File: config.mk
export PLATFORM = sky130hd
export DESIGN_NAME = htri_fifo
export DESIGN_NICKNAME = d
export VERILOG_FILES = /design/src/design/htri_pkg.sv /design/src/design/htri_fifo.sv
export SDC_FILE = /design/constraint.sdc
export NUM_CORES = 1
export LEC_CHECK = 0
export BUFFER_PORTS_ARGS = -buffer_cell sky130_fd_sc_hd__buf_2
export CORE_ASPECT_RATIO = 0.6
export CORE_UTILIZATION = 45
export CTS_BUF_LIST = sky130_fd_sc_hd__clkbuf_2
export CTS_CLUSTER_DIAMETER = 60
export DETAILED_ROUTE_END_ITERATION = 16
export MAX_ROUTING_LAYER = met4
export PLACE_DENSITY = 0.69
export SLEW_MARGIN = 5
export SYNTH_ARGS = -nofsm -noshare
export SYNTH_HDL_FRONTEND = slang
export SYNTH_SLANG_ARGS = --single-unit
File: constraint.sdc
create_clock -name clk -period 11.5 [get_ports clk]
set_input_delay 1.15 -clock clk [delete_from_list [all_inputs] [get_ports clk]]
set_output_delay 1.15 -clock clk [all_outputs]
set_load 0.01 [all_outputs]
File: src/design/htri_pkg.sv
`default_nettype none
package htri_pkg;

  // opcodes of an input word
  localparam logic OP_QUERY = 1'b0;
  localparam logic OP_WRITE = 1'b1;

  // configuration register indexes
  localparam logic [1:0] REG_ORIGIN_X    = 2'd0;
  localparam logic [1:0] REG_ORIGIN_Y    = 2'd1;
  localparam logic [1:0] REG_INV_SPACING = 2'd2;
  localparam logic [1:0] REG_SIDE_LOG2   = 2'd3;

  // queue between front and back
  localparam int QDEPTH = 4;
  localparam int QPTR_W = 2;
  localparam int QCNT_W = 3;

  localparam logic [16:0] ONE_Q16  = 17'h1_0000;
  localparam logic [31:0] SIGN_BIT = 32'h8000_0000;

  typedef struct packed {
    logic        wr;
    logic        neg;
    logic [31:0] dx;
    logic [31:0] dy;
    logic [14:0] vidx;
    logic [31:0] vh;
  } htri_item_t;

  typedef struct packed {
    logic [31:0] origin_x;
    logic [31:0] origin_y;
    logic [31:0] inv_spacing;
    logic [2:0]  side_log2;
  } htri_cfg_t;

endpackage
`default_nettype wire

File: src/design/htri_fifo.sv
`default_nettype none
module htri_fifo
  import htri_pkg::*;
(
  input  wire logic       clk,
  input  wire logic       rst_n,
  input  wire logic       push,
  input  wire htri_item_t din,
  input  wire logic       pop,
  output htri_item_t      dout,
  output logic            empty,
  output logic            full
);

  htri_item_t             ent_r [QDEPTH];
  logic [QPTR_W-1:0]      wp_r, wp_nxt;
  logic [QPTR_W-1:0]      rp_r, rp_nxt;
  logic [QCNT_W-1:0]      cnt_r, cnt_nxt;

  assign empty = (cnt_r == '0);
  assign full  = (cnt_r == QCNT_W'(QDEPTH));
  assign dout  = ent_r[rp_r];

  always_comb begin
    wp_nxt  = push ? wp_r + 1'b1 : wp_r;
    rp_nxt  = pop ? rp_r + 1'b1 : rp_r;
    cnt_nxt = cnt_r + QCNT_W'(push) - QCNT_W'(pop);
  end

  always_ff @(posedge clk) begin
    if (!rst_n) begin
      wp_r  <= '0;
      rp_r  <= '0;
      cnt_r <= '0;
    end else begin
      wp_r  <= wp_nxt;
      rp_r  <= rp_nxt;
      cnt_r <= cnt_nxt;
    end
  end

  always_ff @(posedge clk) begin
    if (push) begin
      ent_r[wp_r] <= din;
    end
  end

  a_cnt_bound: assert property (@(posedge clk) disable iff (!rst_n)
    cnt_r <= QCNT_W'(QDEPTH)) else $error("queue count overrun");
  a_no_underrun: assert property (@(posedge clk) disable iff (!rst_n)
    !(pop && empty)) else $error("pop from empty queue");

endmodule
`default_nettype wire

==> flow_summary_export.csv <==
group,metric,value,unit
worst_setup_path,slowest_stage,"dfxtp_4",
synth,ys_seq_area_frac,0.8199,
clock_network,cts.clk_slew.worst_paths,0.11,ns
floorplanning,die-height,151.6,µm
global_routing,first_global_vias,8302,
worst_hold_path,timing.hold.worst_endpoint,"ent_r[0][62]$_DFFE_PP_",
worst_setup_path,crit_chain,"buf_4 > mux4_2 > buf_2",
worst_setup_path,critPathMaxStageDelay,0.94,ns
worst_hold_path,holdPathStages,1,
placement,place.gp.congestion,0.7251,
worst_setup_path,r2r_slack,8.74,ns
clock_network,cts_buffers,103,
finish,layout.filler_cells,2898,
synth,yosys.cell_count.top_type,"edfxtp_1",
finish,synthesis_to_finish_area_growth,15.34,%
drt,drt-pass1-iter-count,4,
worst_setup_path,cp.arrival,3.53,ns
sta,worst-slew-pin-transition,1.066,ns
synth,synth_top_flop_cell,"edfxtp_1",
synth,synth_top_area_cell,"edfxtp_1",
power_and_ir_drop,power-per-cell-area,169.0,mW/mm²
synth,ys_seq_elements,461,
sta,rsz0062_at_grt,"false",
clock_network,ctsResizeCount,0,
clock_network,postCtsHoldBufs,0,
floorplanning,floorplan.die_area,0.03808,mm²
clock_network,cts-htree-levels,3,
status,outcome,"finished clean",
worst_setup_path,cp_max_fo,42,
placement,hpwl,18.64,mm
worst_setup_path,critical_path.reg2reg.endpoint,"ent_r[1][97]$_DFFE_PP_",
run,maxCapViolations,0,
synth,asyncSetResetFlopFracSynth,0,
sta,max_slew_violation_total_from_the_final_report,0,
finish,multi_input_area,0.002791,mm²
sta,timing.final.crit_share,0.4070,
drt,drt_drc_violations_left,0,
worst_setup_path,critPathKind,"register to primary output",
power_and_ir_drop,irDropWorstVdd,0.00008151,V
placement,detailed_place.area,0.01843,mm²
finish,post_route_cells_drive_above_1_share,0.5059,
sta,maxClockFrequency,213.6,MHz
global_routing,grt_antenna_before_repair,10,
clock_network,cts_tree,"built",
clock_network,post-cts-setup-buffers,0,
floorplanning,start_util,0.4589,
drt,viasPerCell,5.039,
synth,ys_warn_count,0,
global_routing,gr_util_all_layers,0.1765,
worst_setup_path,r2r-start,"wp_r[0]$_SDFFE_PN0P_",
synth,synth_cells,634,
floorplanning,floorplan.io_pins,232,
worst_setup_path,data_required_time_at_the_worst_endpoint,10.35,ns
worst_setup_path,startpoint_type,"register",
global_routing,grt_pass1_wl,47.95,mm
clock_network,cts_root_buf,"clkbuf_2",
clock_network,buffers_from_clock_root_to_sink_at_most,3,
worst_setup_path,path_delay_family,"buffers and inverters",
worst_setup_path,critPathCaptureType,"primary output",
clock_network,numClockSinks,461,
worst_hold_path,class_of_the_tightest_hold_or_removal_check,"input port to register",
drt,routedWlPerCell,20.93,µm
drt,vias,7735,
clock_network,worst_skew_late_latency,1.00,ns
sta,final_worst_path_period_need,4.681,ns
worst_setup_path,critical_path.n_buffers_inverters,2,
placement,count_of_buffers_inserted_at_the_top_level_ports,231,
finish,layout.nets,1077,
synth,synth_cell_type_count,21,
worst_hold_path,hold_start,"din[62]",
synth,syn_area,0.01677,mm²
floorplanning,floorplan.rows,54,
sta,setup_tns,0,ns
finish,final_cell_area,0.01935,mm²
placement,number_of_cells_in_the_design_after_placement,1352,
synth,synth_top_area_frac,0.8091,
synth,postSynthAreaPerCell,26.46,µm²
drt,detail-route-antenna-nets,0,
floorplanning,core_area,0.03655,mm²
synth,synth-edff-count,452,
floorplanning,die_x,251.3,µm
finish,final-instance-count-excl-fill,1535,
sta,relSlewSlack,0.2893,
synth,synthesis.nets,758,
drt,postRouteWirelength,32.13,mm
synth,yosys-top-cells-area,"edfxtp_1 81%, mux4_2 15%, dfxtp_1 1.1%",
global_routing,globalRouteOverflowTotal,0,
finish,layout.area.seq,0.01376,mm²
global_routing,grt_max_degree,71,
sta,finalHoldViolations,0,
sta,finalSetupViolCount,0,
sta,final.setup_skew,0.04559,ns
worst_setup_path,worst_r2r_path_depth,4,
power_and_ir_drop,leakagePower,0.006638,µW
synth,synth_top_cells_by_count,"452 x edfxtp_1, 113 x mux4_2, 12 x buf_2",
drt,drt_iter0_drc,454,
-- kinds of logic (layout without fill, tap and decap cells) --
| family | count (synthesis) | count (layout) | share of synthesized area |
|---|---|---|---|
| flip-flops | 461 | 461 | 0.8199 |
| multiplexers | 114 | 114 | 0.1523 |
| buffers and inverters | 33 | 423 | 0.01432 |
| AND/OR/NAND/NOR | 14 | 14 | 0.004476 |
| adder cells (fa/ha/maj) | 7 | 7 | 0.005669 |
| XOR/XNOR | 3 | 3 | 0.002461 |
| AO/OA/AOI/OAI | 2 | 2 | 0.0008948 |
| other | 0 | 7 | 0 |
-- per-stage QoR --
stage	worst slack [ns]	hold WS, ns	total power, µW	util
floorplan	7.267	0.4993	2201	-
global placement	7.703	0.4982	2329	0.5043
detailed placement	7.671	0.5123	2337	0.5043
CTS	6.534	0.1917	3331	0.5288
global route	6.375	0.1940	3433	0.5292
finish	6.819	0.3588	3269	0.5293
-- cell type report --
| class | instances | area share |
|---|---|---|
| timing repair buffer | 240 | 0.06325 |
| clock buffer | 150 | 0.03880 |
| antenna | 7 | 0.0009054 |
| tap | 504 | 0.03259 |
| multi-input combinational | 140 | 0.1443 |
| inverter | 7 | 0.001358 |
| sequential | 461 | 0.7112 |
| clock inverter | 26 | 0.007566 |
-- power by group --
group	internal (µW)	leakage [µW]	total (µW)	switching, µW
clock	372	0.000690	980	609
sequential	1930	0.00423	1960	32.9
combinational	155	0.00172	327	173
-- cells in the final DEF, fill, tap and decap left out, drive strengths merged --
cell type	n
fa	1
xor3	1
nand3b	1
dfxtp	9
buf	240
nor3	1
mux4	113
and2	6
diode	7
a21bo	1
clkinv	22
a21oi	1
and3	1
clkinvlp	1
bufinv	1
nor2	5
ha	6
clkbuf	150
inv	9
mux2i	1
edfxtp	452
xnor2	2
-- registers in the layout, summed over array words and instances (netlist names), named ones only --
signal and flops:
wp_r 2, cnt_r 3, ent_r 452, rp_r 2
-- worst reg2reg max path, cell delays in order (launching register included) --
cell and delay, ns:
dfxtp_1 0.42, ha_1 0.18, and2_4 0.49, buf_4 0.58, buf_4 0.69
-- per-layer routing --
metal	track usage	wire length (µm)
met1	0.2250	13800
met2	0.2633	15540
met3	0.06440	2346
met4	0.06159	442
met5	-	0
-- worst max path at each step --
stage                                  to  slack (ns)  cells after the start
floorplan           ent_r[0][0]$_DFFE_PP_        7.27                      1
global placement                 dout[48]        7.70                      3
detailed placement               dout[74]        7.67                      3
CTS                              dout[74]        6.53                      3
global route                     dout[74]        6.38                      3
finish                           dout[48]        6.82                      3
Note: power is estimated with default switching activity, not from simulation.
