$ cat config.mk
export PLATFORM = sky130hd
export DESIGN_NAME = htri_front
export DESIGN_NICKNAME = d
export VERILOG_FILES = /design/src/design/htri_pkg.sv /design/src/design/htri_front.sv
export SDC_FILE = /design/constraint.sdc
export NUM_CORES = 1
export LEC_CHECK = 0
export BUFFER_PORTS_ARGS = -buffer_cell sky130_fd_sc_hd__buf_4
export CAP_MARGIN = 40
export CELL_PAD_IN_SITES_DETAIL_PLACEMENT = 1
export CELL_PAD_IN_SITES_GLOBAL_PLACEMENT = 2
export CORE_UTILIZATION = 21
export DETAILED_ROUTE_END_ITERATION = 10
export PLACE_DENSITY = 0.95
export SYNTH_ARGS = -nofsm -noshare
export SYNTH_HDL_FRONTEND = slang
export SYNTH_SLANG_ARGS = --single-unit
$ cat constraint.sdc
create_clock -name vclk -period 4.45
set_clock_uncertainty 0.05 [all_clocks]
set_input_delay 0.445 -clock vclk [all_inputs]
set_output_delay 0.445 -clock vclk [all_outputs]
set_load 0.02 [all_outputs]
$ cat src/design/htri_pkg.sv
`default_nettype none
package htri_pkg;

  // opcodes of an input word
  localparam logic OP_QUERY = 1'b0;
  localparam logic OP_WRITE = 1'b1;

  // configuration register indexes
  localparam logic [1:0] REG_ORIGIN_X    = 2'd0;
  localparam logic [1:0] REG_ORIGIN_Y    = 2'd1;
  localparam logic [1:0] REG_INV_SPACING = 2'd2;
  localparam logic [1:0] REG_SIDE_LOG2   = 2'd3;

  // queue between front and back
  localparam int QDEPTH = 4;
  localparam int QPTR_W = 2;
  localparam int QCNT_W = 3;

  localparam logic [16:0] ONE_Q16  = 17'h1_0000;
  localparam logic [31:0] SIGN_BIT = 32'h8000_0000;

  typedef struct packed {
    logic        wr;
    logic        neg;
    logic [31:0] dx;
    logic [31:0] dy;
    logic [14:0] vidx;
    logic [31:0] vh;
  } htri_item_t;

  typedef struct packed {
    logic [31:0] origin_x;
    logic [31:0] origin_y;
    logic [31:0] inv_spacing;
    logic [2:0]  side_log2;
  } htri_cfg_t;

endpackage
`default_nettype wire

$ cat src/design/htri_front.sv
`default_nettype none
module htri_front
  import htri_pkg::*;
(
  input  wire logic        in_valid,
  output logic             in_stall,
  input  wire logic        in_opcode,
  input  wire logic [31:0] in_pos_x,
  input  wire logic [31:0] in_pos_y,
  input  wire logic [14:0] in_vertex_index,
  input  wire logic [31:0] in_vertex_height,
  input  wire htri_cfg_t   cfg,
  input  wire logic        q_full,
  output logic             q_push,
  output htri_item_t       q_item
);

  logic [32:0] dx33;
  logic [32:0] dy33;

  // offset from page origin, exact in 33 bits
  assign dx33 = {in_pos_x[31], in_pos_x} - {cfg.origin_x[31], cfg.origin_x};
  assign dy33 = {in_pos_y[31], in_pos_y} - {cfg.origin_y[31], cfg.origin_y};

  assign in_stall = q_full;
  assign q_push   = in_valid && !q_full;

  always_comb begin
    q_item.wr   = (in_opcode == OP_WRITE);
    q_item.neg  = dx33[32] || dy33[32];
    q_item.dx   = dx33[31:0];
    q_item.dy   = dy33[31:0];
    q_item.vidx = in_vertex_index;
    q_item.vh   = in_vertex_height;
  end

endmodule
`default_nettype wire

==> flow_summary_export.csv, run 1 <==
group,metric,value,unit
drt,wl_per_cell,14.04,microns
floorplan,die_y,141.5,microns
synthesis,yosysMostFrequentCell,"inv_1",
synthesis,ys_warn_count,0,
synthesis,synth.distinct_cells,66,
synthesis,synthTopCellsByArea,"ha_1 (20%), buf_4 (9.0%), inv_1 (7.9%)",
timing,rsz0062_at_grt,"false",
synthesis,syn_inst,597,
floorplan,io_pins,328,
drt,avgViaCountPerCell,4.613,
drt,firstDrtPassIters,4,
pwr,irDropWorstVdd,0.08197,mV
global_routing,grt_usage,13.32,%
clock_network,cts_setup_buffers,0,
placement,routabilityCongestion,0.8346,
timing,setup_viol,0,
placement,hpwl,12610,microns
drt,drt_iter0_markers,100,
final_layout,drive_gt1_share,30.04,%
worst_setup_path,end_kind,"output port",
worst_setup_path,cp.arrival,3.10,ns
final_layout,area_growth,34.59,%
synthesis,synth.top_cell.area_share,19.61,%
floorplan,die-area,0.02001,sq mm
floorplan,initial_core_util,21.62,%
pwr,total_power,1.031,mW
timing,max_freq,278.4,MHz
clock_network,cts_hold_buf,0,
global_routing,grt_antenna_before_repair,0,
synthesis,synth_largest_area_cell,"ha_1",
synthesis,ys_seq_area_share,0,%
synthesis,avgSynthCellArea,6.841,sq um
flow_run,cap_violations,0,
floorplan,die_width,141.5,microns
global_routing,grt_pass1_wl,22090,microns
final_layout,nFillCells,2408,
worst_setup_path,cp.required,3.95,ns
worst_setup_path,cp-start-kind,"input port",
pwr,power_leakage,2.868,nW
worst_hold_path,hold_class,"in -> out",
timing,min_period,3.592,ns
floorplan,num_rows,50,
worst_setup_path,crit_path_max_fanout,4,
final_layout,n_clock_buffer,0,
timing,max_slew_margin,65.60,%
global_routing,grt_start_max_net_pins,10,
global_routing,grt_overflow_total,0,
timing,min_period_over_period,80.72,%
final_layout,regArea,0,sq um
worst_setup_path,path_class,"in -> out",
pwr,p_per_area,187.5,mW/mm^2
outcome,status,"finished, final reports clean",
drt,routed_wl,14030,microns
final_layout,n_antenna_cell,0,
drt,vias,4608,
clock_network,cts_resized,0,
synthesis,netlist_top_cells_count,"inv_1 (86), ha_1 (64), a21oi_1 (51)",
final_layout,seq_cells,0,
global_routing,first_global_vias,4538,
timing,tightest_slew,0.5121,ns
placement,portBuffers,197,
synthesis,syn_area,0.004084,sq mm
drt,drc_errors,0,
drt,drtAntennaViolNets,0,
floorplan,core-area,0.01889,sq mm
timing,drv_slew,0,
final_layout,nets,1020,
timing,fin_tns_setup,0,ns
timing,hold_viol_final,0,
synthesis,syn-num-nets,876,
worst max-delay path: stages:
cell and delay, ns:
buf_4 0.08, inv_1 0.03, ha_1 0.22, fa_1 0.40
nor2b_1 0.18, o31a_1 0.19, o21bai_1 0.10, a31oi_1 0.43
o211ai_1 0.22, a21oi_1 0.23, o21ai_1 0.12, a211o_1 0.28
buf_4 0.16
placed cells by master, fill, tap and decap left out, types with 7 or more instances in the layout:
cell	n
a21o_1	20
a21oi_1	51
a31oi_1	7
and3_1	7
buf_4	197
ha_1	64
inv_1	86
nand2_1	45
nand2b_1	10
nand3_1	14
nor2_1	43
nor2b_1	8
nor3_1	10
o21a_1	12
o21ai_0	23
o21bai_1	7
xnor2_1	30
xor2_1	15
area by class of cell:
cell class                 count  area [sq um]  area share [%]
tap                          260         325.3           5.919
multi-input combinational    456          3369           61.30
inverter                      86         322.8           5.873
timing repair buffer         197          1479           26.91
per-layer routing:
metal / wire length (microns) / global-route usage, % / part of all wire (%) / up-vias
met2: 6674 / 24.70 / 48 / 175
met1: 5891 / 15.88 / 42 / 2109
met5: 0 / 0 / 0 / -
met3: 1463 / 4.084 / 10 / 0
met4: 0 / 0 / 0 / 0
li1: - / - / - / 2324
logic make-up (layout without fill, tap and decap cells):
group           count (synthesis)  count (layout)  share of synthesized area [%]
mux                             2               2                         0.4902
fa+ha+maj                      66              66                          20.59
compound gates                184             184                          32.72
xor+xnor                       45              45                          9.651
buf+inv                       141             283                          17.49
simple gates                  159             159                          19.06
power breakdown:
group	switching [mW]	internal, mW
Clock	0	0
Sequential	0	0
Combinational	0.569	0.461
final timing paths:
kind,start,end,slack (ns),cells past startpoint
min,in_vertex_height[11],q_item[11],0.84,0
max,in_pos_y[0],q_item[111],0.86,13
stage by stage:
step	worst slack, ns	hold slack, ns	cell area [sq um]	utilization [%]	cells
6_report	0.8581	0.8400	5497	29.09	999
3_5_place_dp	0.8627	0.8401	5497	29.09	999
4_1_cts	0.8413	0.8401	5497	29.09	999
2_1_floorplan	1.423	0.9181	4084	-	597
3_3_place_gp	0.9216	0.8401	5497	29.09	999
5_1_grt	0.7212	0.8400	5497	29.09	999
(Power assumes the default switching activity.)
==> run 2, diff against run 1 <==
ABC_AREA = 1   (was default)
CORE_UTILIZATION = 17   (was 21)
PLACE_DENSITY = 0.85   (was 0.95)
clock period = 3 ns   (was 4.45 ns; I/O delays follow)
==> run 2 against run 1 <==
Effect of this change: global-route usage down 1.2 points; final area rose by 15%; count of clock-buffer cells in the layout did not move; via count increased by 28%; largest cell class unchanged; first-iteration DRC count rose by 54%; utilization decreased by 5.8 points.
==> flow_summary_export.csv, run 2 <==
group,metric,value,unit
synthesis,synth.distinct_cells,24,
final_layout,final_common_cell,"nand2_1",
floorplan,io_pins,328,
placement,portBuffers,197,
clock_network,cts_hold_buf,0,
floorplan,die_y,169.1,microns
synthesis,synthXorXnorAreaFrac,5.720,%
final_layout,nFillCells,3651,
drt,drt_iter0_markers,154,
worst_hold_path,hold_class,"in -> out",
pwr,internal_power,637.2,uW
worst_setup_path,cp-start-kind,"input port",
synthesis,ys_seq_area_share,0,%
final_layout,most-common-layout-cells,"nand2_1 (303), buf_4 (197), inv_1 (176), nor2_1 (99), a21oi_1 (65)",
worst_setup_path,cp-startpoint,"in_pos_y[0]",
synthesis,synth-simple-area-share,40.46,%
synthesis,netlist_top_cells_count,"nand2_1 (303), inv_1 (176), nor2_1 (99)",
synthesis,syn_inst,918,
drt,drc_errors,0,
synthesis,synthTopCellsByArea,"nand2_1 (24%), ha_1 (17%), inv_1 (14%)",
floorplan,initial_core_util,17.47,%
clock_network,cts_resized,0,
worst_hold_path,worstHoldEndpoint,"q_item[18]",
pwr,total_power,1.576,mW
global_routing,grt_overflow_total,0,
timing,min_period,2.595,ns
synthesis,yosysMostFrequentCell,"nand2_1",
global_routing,grt_usage,12.16,%
synthesis,synth_largest_area_cell,"nand2_1",
clock_network,cts_setup_buffers,0,
worst_hold_path,min-delay-start,"in_vertex_height[18]",
final_layout,seq_cells,0,
timing,fin_tns_setup,0,ns
drt,firstDrtPassIters,6,
timing,hold_viol_final,0,
placement,pre_cts_slack,0.3575,ns
timing,hold_slack,0.5500,ns
drt,avgViaCountPerCell,4.108,
placement,numPlacedInstances,1438,
synthesis,synthMuxAreaShare,0,%
pwr,switching_share,59.57,%
final_layout,n_antenna_cell,0,
pwr,irDropWorstVdd,0.1138,mV
flow_run,cap_violations,0,
synthesis,synth.top_cell.area_share,23.96,%
timing,rsz0062_at_grt,"false",
timing,setup_viol,0,
final_layout,design_area,0.006324,sq mm
timing,layout_setup_ws,0.4052,ns
timing,min_period_over_period,86.49,%
placement,hpwl,16850,microns
drt,vias,5908,
timing,drv_slew,0,
worst_setup_path,crit_path_max_fanout,3,
pwr,p_per_area,249.2,mW/mm^2
pwr,p_seq_share,0,%
synthesis,avgSynthCellArea,5.171,sq um
outcome,status,"finished, final reports clean",
synthesis,synth_fa_ha_area_share,17.71,%
floorplan,die_width,169.1,microns
final_layout,drive_gt1_share,20.17,%
final_layout,regArea,0,sq um
placement,routabilityCongestion,0.8566,
worst_setup_path,path_class,"in -> out",
global_routing,grt_antenna_before_repair,0,
placement,place_area,0.006324,sq mm
pwr,combPwrFrac,100.0,%
synthesis,syn-num-nets,1197,
global_routing,first_global_vias,6016,
drt,wl_per_cell,12.56,microns
final_layout,final_cells,1438,
pwr,power_leakage,3.803,nW
worst_hold_path,hold_depth,0,
final_layout,multi_input_area,0.003715,sq mm
global_routing,grt_pass1_wl,28660,microns
worst_setup_path,cp.required,2.65,ns
synthesis,synth_top_family_by_area,"simple AND/OR/NAND/NOR gates",
drt,drtAntennaViolNets,0,
worst_setup_path,end_kind,"output port",
synthesis,synth-compound-area-share,14.36,%
synthesis,ys_warn_count,0,
drt,routed_wl,18070,microns
synthesis,syn_area,0.004747,sq mm
final_layout,nets,1347,
worst_setup_path,cp.arrival,2.24,ns
pwr,clockPowerShare,0,%
final_layout,area_growth,33.21,%
floorplan,die-area,0.02860,sq mm
final_layout,post-route-util,23.27,%
floorplan,num_rows,60,
timing,max_slew_margin,76.81,%
floorplan,core-area,0.02718,sq mm
global_routing,grt_start_max_net_pins,7,
pwr,power.switching,938.9,uW
timing,tightest_slew,0.3442,ns
final_layout,n_clock_buffer,0,
timing,max_freq,385.4,MHz
==> run 2: cell types whose count changed in the layout (fill, tap and decap cells not counted), moves of 8 or more <==
cell and change:
a21o_1 -10, a21oi_1 +14, inv_1 +90, nand2_1 +258, nand2_2 +8, nand2b_1 -10
nand3_1 +41, nor2_1 +56, nor2b_1 -8, o21a_1 -10, xnor2_1 -25, xor2_1 +11
==> run 2: worst max-delay path by stage <==
| stage | cells past startpoint | slack, ns | to |
|---|---|---|---|
| 4_1_cts | 16 | 0.35 | q_item[77] |
| 2_1_floorplan | 9 | 0.74 | q_item[93] |
| 3_3_place_gp | 16 | 0.36 | q_item[77] |
| 3_5_place_dp | 16 | 0.36 | q_item[77] |
| 5_1_grt | 16 | 0.14 | q_item[77] |
| 6_report | 16 | 0.41 | q_item[77] |
==> run 2: logic make-up after synthesis <==
| family | count (synthesis) |
|---|---|
| buffers and inverters | 226 |
| AND/OR/NAND/NOR | 480 |
| adder cells (fa/ha/maj) | 66 |
| AO/OA/AOI/OAI | 115 |
| XOR/XNOR | 31 |
==> run 2: power by group through the flow <==
stage / clock network, mW / logic, mW / registers (mW)
6_report: 0 / 1.58 / 0
5_1_grt: 0 / 1.75 / 0
2_1_floorplan: 0 / 1.03 / 0
3_3_place_gp: 0 / 1.59 / 0
3_5_place_dp: 0 / 1.60 / 0
4_1_cts: 0 / 1.61 / 0
==> run 2: critical path, cell delays in order <==
cell and delay (ns):
buf_4 0.08, inv_1 0.03, ha_1 0.22, fa_1 0.42
inv_1 0.07, nand2_1 0.05, nand2_1 0.07, nand2_1 0.09
o21ai_2 0.18, nand3_1 0.09, nand2_1 0.16, nand2_1 0.13
nand2_1 0.09, nand2_1 0.04, nand2_1 0.07, buf_4 0.15
==> run 2: metal layers <==
layer | vias to the layer above | wire [microns] | part of all wire [%] | GRT usage (%)
met5 | - | 0 | 0 | 0
met4 | 0 | 187 | 1.0 | 1.253
met3 | 22 | 900 | 5.0 | 1.005
met2 | 153 | 9111 | 50 | 23.46
met1 | 2640 | 7866 | 44 | 14.93
li1 | 3093 | - | - | -
==> run 2: final cells by class <==
| cell class | instances | share of cell area [%] |
|---|---|---|
| inverters | 177 | 10.51 |
| multi-input cells | 692 | 58.75 |
| repair buffers | 197 | 23.39 |
| well taps | 372 | 7.361 |
